<file path="src/hdl/vbmr_pkg.sv">
package vbmr_pkg;

   localparam int unsigned BRICK_IDX_W = 6;
   localparam int unsigned ADDR_W      = 2 * BRICK_IDX_W;
   localparam int unsigned MEM_DEPTH   = 1 << ADDR_W;
   localparam int unsigned MAX_W       = 31;
   localparam int unsigned CSR_ADDR_W  = 4;

   localparam logic [31:0] POS_INF_BITS = 32'h7F80_0000;
   localparam logic [5:0]  MIN_BRICK    = 6'd2;
   localparam logic [5:0]  MAX_BRICK    = 6'd32;
   localparam logic [5:0]  RESET_BRICK  = 6'd8;
   localparam logic [8:0]  MIN_DIM      = 9'd1;
   localparam logic [8:0]  MAX_DIM      = 9'd256;

   localparam logic [1:0] REG_BRICK_SIZE = 2'd0;
   localparam logic [1:0] REG_DIM_X      = 2'd1;
   localparam logic [1:0] REG_DIM_Y      = 2'd2;
   localparam logic [1:0] REG_DIM_Z      = 2'd3;

   typedef struct packed {
      logic [5:0] brick_size;
      logic [8:0] dim_x;
      logic [8:0] dim_y;
      logic [8:0] dim_z;
   } cfg_type;

   typedef struct packed {
      logic [ADDR_W-1:0]      addr;
      logic                   write;
      logic                   first;
      logic                   emit;
      logic                   last;
      logic [BRICK_IDX_W-1:0] bx;
      logic [BRICK_IDX_W-1:0] by;
      logic [BRICK_IDX_W-1:0] bz;
      logic [MAX_W-1:0]       dens;
   } voxel_info_type;

endpackage

</file>
<file path="src/hdl/vbmr_walker.sv">
module vbmr_walker (
   input  logic                     clock,
   input  logic                     reset,
   input  logic                     restart,
   input  logic                     advance,
   input  vbmr_pkg::cfg_type        cfg,
   input  logic [31:0]              density_bits,
   output vbmr_pkg::voxel_info_type info
);

   logic [7:0] vx_ff, vx_in, vy_ff, vy_in, vz_ff, vz_in;
   logic [4:0] ox_ff, ox_in, oy_ff, oy_in, oz_ff, oz_in;
   logic [6:0] bx_ff, bx_in, by_ff, by_in, bz_ff, bz_in;

   logic row_end, col_end, vol_end;
   logic ox_wrap, oy_wrap, oz_wrap;
   logic end_x, end_y, end_z;
   logic in_range, last_x, last_y, last_z;

   always_comb begin
      row_end = ({1'b0, vx_ff} + 9'd1) >= cfg.dim_x;
      col_end = ({1'b0, vy_ff} + 9'd1) >= cfg.dim_y;
      vol_end = ({1'b0, vz_ff} + 9'd1) >= cfg.dim_z;
      ox_wrap = ({1'b0, ox_ff} + 6'd1) >= cfg.brick_size;
      oy_wrap = ({1'b0, oy_ff} + 6'd1) >= cfg.brick_size;
      oz_wrap = ({1'b0, oz_ff} + 6'd1) >= cfg.brick_size;
      end_x = row_end || ox_wrap;
      end_y = col_end || oy_wrap;
      end_z = vol_end || oz_wrap;
      in_range = !bx_ff[6] && !by_ff[6] && !bz_ff[6];
      // a finished brick is last on an axis if it holds the volume edge or the index limit
      last_x = row_end || (bx_ff[5:0] == 6'h3F);
      last_y = col_end || (by_ff[5:0] == 6'h3F);
      last_z = vol_end || (bz_ff[5:0] == 6'h3F);

      info.addr  = {by_ff[5:0], bx_ff[5:0]};
      info.write = in_range;
      info.first = (ox_ff == 5'd0) && (oy_ff == 5'd0) && (oz_ff == 5'd0);
      info.emit  = in_range && end_x && end_y && end_z;
      info.last  = last_x && last_y && last_z;
      info.bx    = bx_ff[5:0];
      info.by    = by_ff[5:0];
      info.bz    = bz_ff[5:0];
      info.dens  = (density_bits <= vbmr_pkg::POS_INF_BITS) ? density_bits[30:0] : 31'd0;
   end

   always_comb begin
      vx_in = vx_ff; vy_in = vy_ff; vz_in = vz_ff;
      ox_in = ox_ff; oy_in = oy_ff; oz_in = oz_ff;
      bx_in = bx_ff; by_in = by_ff; bz_in = bz_ff;
      if (restart) begin
         vx_in = '0; vy_in = '0; vz_in = '0;
         ox_in = '0; oy_in = '0; oz_in = '0;
         bx_in = '0; by_in = '0; bz_in = '0;
      end else if (advance) begin
         if (!row_end) begin
            vx_in = vx_ff + 8'd1;
            ox_in = ox_wrap ? 5'd0 : ox_ff + 5'd1;
            bx_in = ox_wrap ? bx_ff + 7'd1 : bx_ff;
         end else begin
            vx_in = '0; ox_in = '0; bx_in = '0;
            if (!col_end) begin
               vy_in = vy_ff + 8'd1;
               oy_in = oy_wrap ? 5'd0 : oy_ff + 5'd1;
               by_in = oy_wrap ? by_ff + 7'd1 : by_ff;
            end else begin
               vy_in = '0; oy_in = '0; by_in = '0;
               if (!vol_end) begin
                  vz_in = vz_ff + 8'd1;
                  oz_in = oz_wrap ? 5'd0 : oz_ff + 5'd1;
                  bz_in = oz_wrap ? bz_ff + 7'd1 : bz_ff;
               end else begin
                  vz_in = '0; oz_in = '0; bz_in = '0;
               end
            end
         end
      end
   end

   always_ff @(posedge clock) begin
      if (reset) begin
         vx_ff <= '0; vy_ff <= '0; vz_ff <= '0;
         ox_ff <= '0; oy_ff <= '0; oz_ff <= '0;
         bx_ff <= '0; by_ff <= '0; bz_ff <= '0;
      end else begin
         vx_ff <= vx_in; vy_ff <= vy_in; vz_ff <= vz_in;
         ox_ff <= ox_in; oy_ff <= oy_in; oz_ff <= oz_in;
         bx_ff <= bx_in; by_ff <= by_in; bz_ff <= bz_in;
      end
   end

endmodule

</file>
<file path="config.mk">
export PLATFORM = sky130hd
export DESIGN_NAME = vbmr_walker
export DESIGN_NICKNAME = d
export VERILOG_FILES = /design/src/hdl/vbmr_pkg.sv /design/src/hdl/vbmr_walker.sv
export SDC_FILE = /design/constraint.sdc
export NUM_CORES = 1
export LEC_CHECK = 0
export BUFFER_PORTS_ARGS = -buffer_cell sky130_fd_sc_hd__buf_2
export CAP_MARGIN = 20
export CORE_ASPECT_RATIO = 1.4
export CORE_MARGIN = 2
export CORE_UTILIZATION = 44
export CTS_CLUSTER_SIZE = 20
export DETAILED_ROUTE_END_ITERATION = 10
export PLACE_DENSITY = 0.67
export SLEW_MARGIN = 30
export SYNTH_ARGS = -nofsm -noshare
export SYNTH_HDL_FRONTEND = slang
export SYNTH_SLANG_ARGS = --single-unit
</file>
<file path="constraint.sdc">
create_clock -name clock -period 3.3 [get_ports clock]
set_input_delay 0.66 -clock clock [delete_from_list [all_inputs] [get_ports clock]]
set_output_delay 0.66 -clock clock [all_outputs]
set_load 0.005 [all_outputs]
</file>
# [Word level (Yosys, flattened, before mapping)]
# Index checks and enable logic that the tools add are counted.
[word_totals] regBits=60 in_bits=69 output_inout_bits=65
[classes] add_sub_neg=15 magnitude_cmp=7 n_eq_ne=3 n_mux=16 reduce_logical=30
[op_table] cell="$mux 7" count=6
[op_table] cell="$le 32x31->1 const B" count=1
[op_table] cell="$mux 31" count=1
[op_table] cell="$mux 5" count=6
[op_table] cell="$add 8x1->9 const B" count=3
[op_table] cell="$ge 9x9->1" count=3
[op_table] cell="$add 8x1->8 const B" count=3
[op_table] cell="$mux 8" count=3
[op_table] cell="$add 7x1->7 const B" count=3
[op_table] cell="$add 5x1->6 const B" count=3
[op_table] cell="$eq 6x6->1 const B" count=3
[op_table] cell="$ge 6x6->1" count=3
[op_table] cell="$add 5x1->5 const B" count=3
[op_table] cell="$logic_not 5->1" count=3
[op_table] cell="$logic_and 1x1->1" count=9
[op_table] cell="$logic_or 1x1->1" count=6
[op_table] cell="$reduce_and 3->1" count=2
[op_table] cell="$reduce_bool 2->1" count=3
[op_table] cell="$reduce_and 2->1" count=2
[op_table] cell="$reduce_and 4->1" count=1
[op_table] cell="$logic_not 1->1" count=3
[op_table] cell="$reduce_or 2->1" count=1

# [Logic depth before layout (Yosys ltp)]
[logic_depth] depth_word=6 mapped_depth=13 mapped_depth_nobuf=11

# [Least setup slack after synthesis]
# Ideal clock, no wire load.
[synth_path] path_kind="reg-to-output" start="register vy_ff[0]" end="output info[49] (netlist name)" arrival_time_ns=2.594 t_required_ns=2.640 setup_slack_ns=0.046 stages_incl_launch_ff=12 path_buffers=1 cell_sequence="dfxtp_1 ha_1 nand3_1 or2_2 xnor2_1 ha_1 nand4_1 nor2_1 a21o_1 buf_4 nor2_2 a222oi_1"
[synth_rtl] element="start, declared" line="vbmr_walker.sv:11" source="logic [7:0] vx_ff, vx_in, vy_ff, vy_in, vz_ff, vz_in;"
[synth_rtl] element="start signal, assigned" line="vbmr_walker.sv:86" source="vx_ff <= vx_in; vy_ff <= vy_in; vz_ff <= vz_in;"
[synth_rtl] element="end, declared" line="vbmr_walker.sv:8" source="output vbmr_pkg::voxel_info_type info"

==> results.cfg <==
[logic_synthesis]
synth_area_leader_cell = dfxtp_1
synth.distinct_cells = 56
async_reset_ff_share_pct = 0
synth.avg_cell_area_sq_um = 7.97
ys_ff_latch = 60
netlist_area_sq_um = 4940
synth-edff-count = 0
yosysSeqAreaShare_pct = 24.3
syn_nets = 746
synth-main-ff-cell = dfxtp_1
synth_area_leaders = dfxtp_1, ha_1, a21oi_1
yosysTopAreaCellShare_pct = 24.3
yosysWarnings = 0
syn_inst = 620

[cts]
h-tree-depth = 3
cts.sinks = 60
clock_latency_ns = 0.34
numCtsBuffers = 9
tritoncts = done
cts_hold_buf = 0
clk_pin_slew_ns = 0.05
root_buffer = clkbuf_16
clock_path_buffers = 2

[floorplan]
die_w_um = 93.6
fp.coreArea_sq_um = 10900
fp.dieArea_sq_um = 12100
rows = 45
die_y_um = 129
start_util_pct = 45.2
io_pins = 134

[sta]
setup_tns_ns = -0.391
setup_viol = 2
rsz0062_at_grt = yes
finalHoldViolCount = 0
finalCritPeriodShare_pct = 107
tightest_slew_ns = 0.737
skew_ns = 0.00547
finalWorstPathRequiredPeriod_ns = 3.52
slew-limit-headroom_pct = 50.7
drv_slew = 0
worst_slack_ns = -0.222
fmaxAchievable_mhz = 284

[routing]
postRouteAntennaNets = 0
wl_met3_um = 470
vias = 4979
dr_wl_met2_mm = 7.23
wl_per_cell_um = 14.9
postRouteWirelength_mm = 13.5
highest_layer = met4
drt_drc_violations_left = 0
drt_iter0_markers = 173
first_pass_iters = 4
vias_per_cell = 5.47
wl_met1_mm = 5.47

[cells_and_area]
post-route-util_pct = 58.8
drive_gt1_share_pct = 34.1
nets = 890
fill_cells = 1025
area_delta_synth_final_pct = 30.1
antenna_cells = 0

[worst_setup_path]
crit_fanout = 3
required_ns = 2.64
critical_path_arrival_ns = 2.86
crit_type = flip-flop to output port
start_kind = flip-flop
worstSetupEndpointType = output port

[run]
maxCapViolCount = 0

[pwr]
p_leak_nw = 2.96
cellPowerDensity_nw_per_um2 = 311
peakVddDrop_mv = 0.232

[global_routing]
grt_max_degree = 50
grt_pass1_wl_mm = 22.2
grt_overflow = 0
grt_use_total_pct = 22.5
antenna_found_initial = 0
grt_pass1_vias = 4884

[place]
place_congestion = 0.852
port_buffers = 133
dp_hpwl_mm = 9.89
dpl_worst_slack_ns = -0.00341

[outcome]
status = complete, but fails checks
violations = negative setup slack

[min_path]
hp-class = flip-flop to flip-flop
stage by stage:
| stage | area [sq um] | instances | hold slack (ns) | power (mW) |
|---|---|---|---|---|
| 5_1_grt | 6430 | 910 | 0.507 | 2.06 |
| 4_1_cts | 6300 | 906 | 0.492 | 2.00 |
| 3_3_place_gp | 5750 | 881 | 0.468 | 0.933 |
| 2_1_floorplan | 4940 | 620 | 0.449 | 0.843 |
| 3_5_place_dp | 5750 | 881 | 0.477 | 0.941 |
| 6_report | 6430 | 910 | 0.491 | 2.00 |
final timing paths:
check                                             end                  start  slack (ns)  cells after the start
worst min register to register  vz_ff[1]$_SDFFE_PP0P_  vz_ff[1]$_SDFFE_PP0P_        0.49                      2
worst max-delay path                         info[49]  vy_ff[0]$_SDFFE_PP0P_       -0.22                     11
worst max register to register  bz_ff[6]$_SDFFE_PP0P_  vx_ff[1]$_SDFFE_PP0P_        0.16                     13
worst min-delay path            vz_ff[1]$_SDFFE_PP0P_  vz_ff[1]$_SDFFE_PP0P_        0.49                      2
cells in the final DEF (no fill, tap or decap), types with 5 or more instances in the layout:
master     count
o21ai_0       17
dfxtp_2        6
nand2_1       54
ha_1          52
and2_1        31
a31oi_1        8
nor2_2         7
dfxtp_1       51
nand3b_1       6
nand4_1       14
buf_4         52
and3_4         5
xor2_1        17
clkbuf_16      9
a21oi_1       48
o22ai_1        8
nor2_1        21
buf_2        132
nor4_1         8
nand3_1       42
a22oi_1        5
and3_1         8
inv_1         38
xnor2_1       15
or3_1          8
a21o_1         9
nand2b_1       7
cell families (layout without fill, tap and decap cells):
group	count (synthesis)	count (layout)	synth area share [%]
flip-flops	60	60	24.3
buffers and inverters	92	241	9.87
adder cells (fa/ha/maj)	57	57	14.4
AND/OR/NAND/NOR	244	244	27.2
AO/OA/AOI/OAI	129	129	17.3
multiplexers	4	4	0.810
XOR/XNOR	34	34	6.03
power breakdown:
group	internal (mW)	leakage, nW	switching (mW)	total, mW
sequential	0.724	0.489	0.00183	0.726
combinational	0.0980	2.31	0.112	0.210
clock	0.720	0.169	0.343	1.06
timing repair:
| item | in CTS | in global routing |
|---|---|---|
| buffers inserted | 9 | 4 |
| setup endpoints to repair | 2 | 9 |
| pin swaps | 20 | 15 |
| gates resized for setup | 38 | 17 |
cell type report:
class / instances / area [sq um] / area share, %
clock buffers: 12 / 267 / 4.15
clock inverters: 4 / 70.1 / 1.09
inverters: 38 / 143 / 2.22
multi-input cells: 468 / 3470 / 53.9
flip-flops and latches: 60 / 1220 / 19.0
well taps: 141 / 176 / 2.74
repair buffers: 187 / 1080 / 16.9
registers in the layout (all words and copies together) (netlist names):
signal	flops
ox_ff	5
oy_ff	5
vz_ff	8
vy_ff	8
oz_ff	5
bx_ff	7
bz_ff	7
by_ff	7
vx_ff	8
critical path, stage by stage, from the launching register on:
cell      delay [ns]
dfxtp_2         0.36
ha_4            0.16
nand3_4         0.07
or2_4           0.26
xnor2_2         0.14
ha_1            0.32
nand4_1         0.18
nor2_2          0.17
a21o_1          0.22
nor2_2          0.08
a222oi_1        0.40
buf_2           0.19
cells in the mapped netlist, drive strengths merged, types with 2 or more instances:
| cell | number |
|---|---|
| or4 | 4 |
| nand2 | 56 |
| ha | 57 |
| a21oi | 54 |
| a211o | 2 |
| nand3 | 47 |
| nor4 | 8 |
| clkbuf | 16 |
| nand4 | 15 |
| a22oi | 5 |
| nand2b | 7 |
| nand4b | 4 |
| o211ai | 4 |
| xnor2 | 16 |
| nor4b | 3 |
| inv | 38 |
| a31oi | 8 |
| a21o | 9 |
| dfxtp | 60 |
| and3 | 13 |
| mux2i | 4 |
| a211oi | 3 |
| buf | 38 |
| o31ai | 3 |
| and2 | 31 |
| or2 | 3 |
| nor2b | 2 |
| nor2 | 29 |
| nor3 | 7 |
| o22ai | 8 |
| nand3b | 6 |
| xor2 | 18 |
| o21ai | 23 |
| or3 | 8 |
metal layers:
metal,up-vias,global-route usage [%]
met5,-,0
met4,0,10.7
met3,27,3.02
met2,124,42.0
met1,2353,25.0
li1,2475,-
Note: power is estimated with default switching activity, not from simulation.
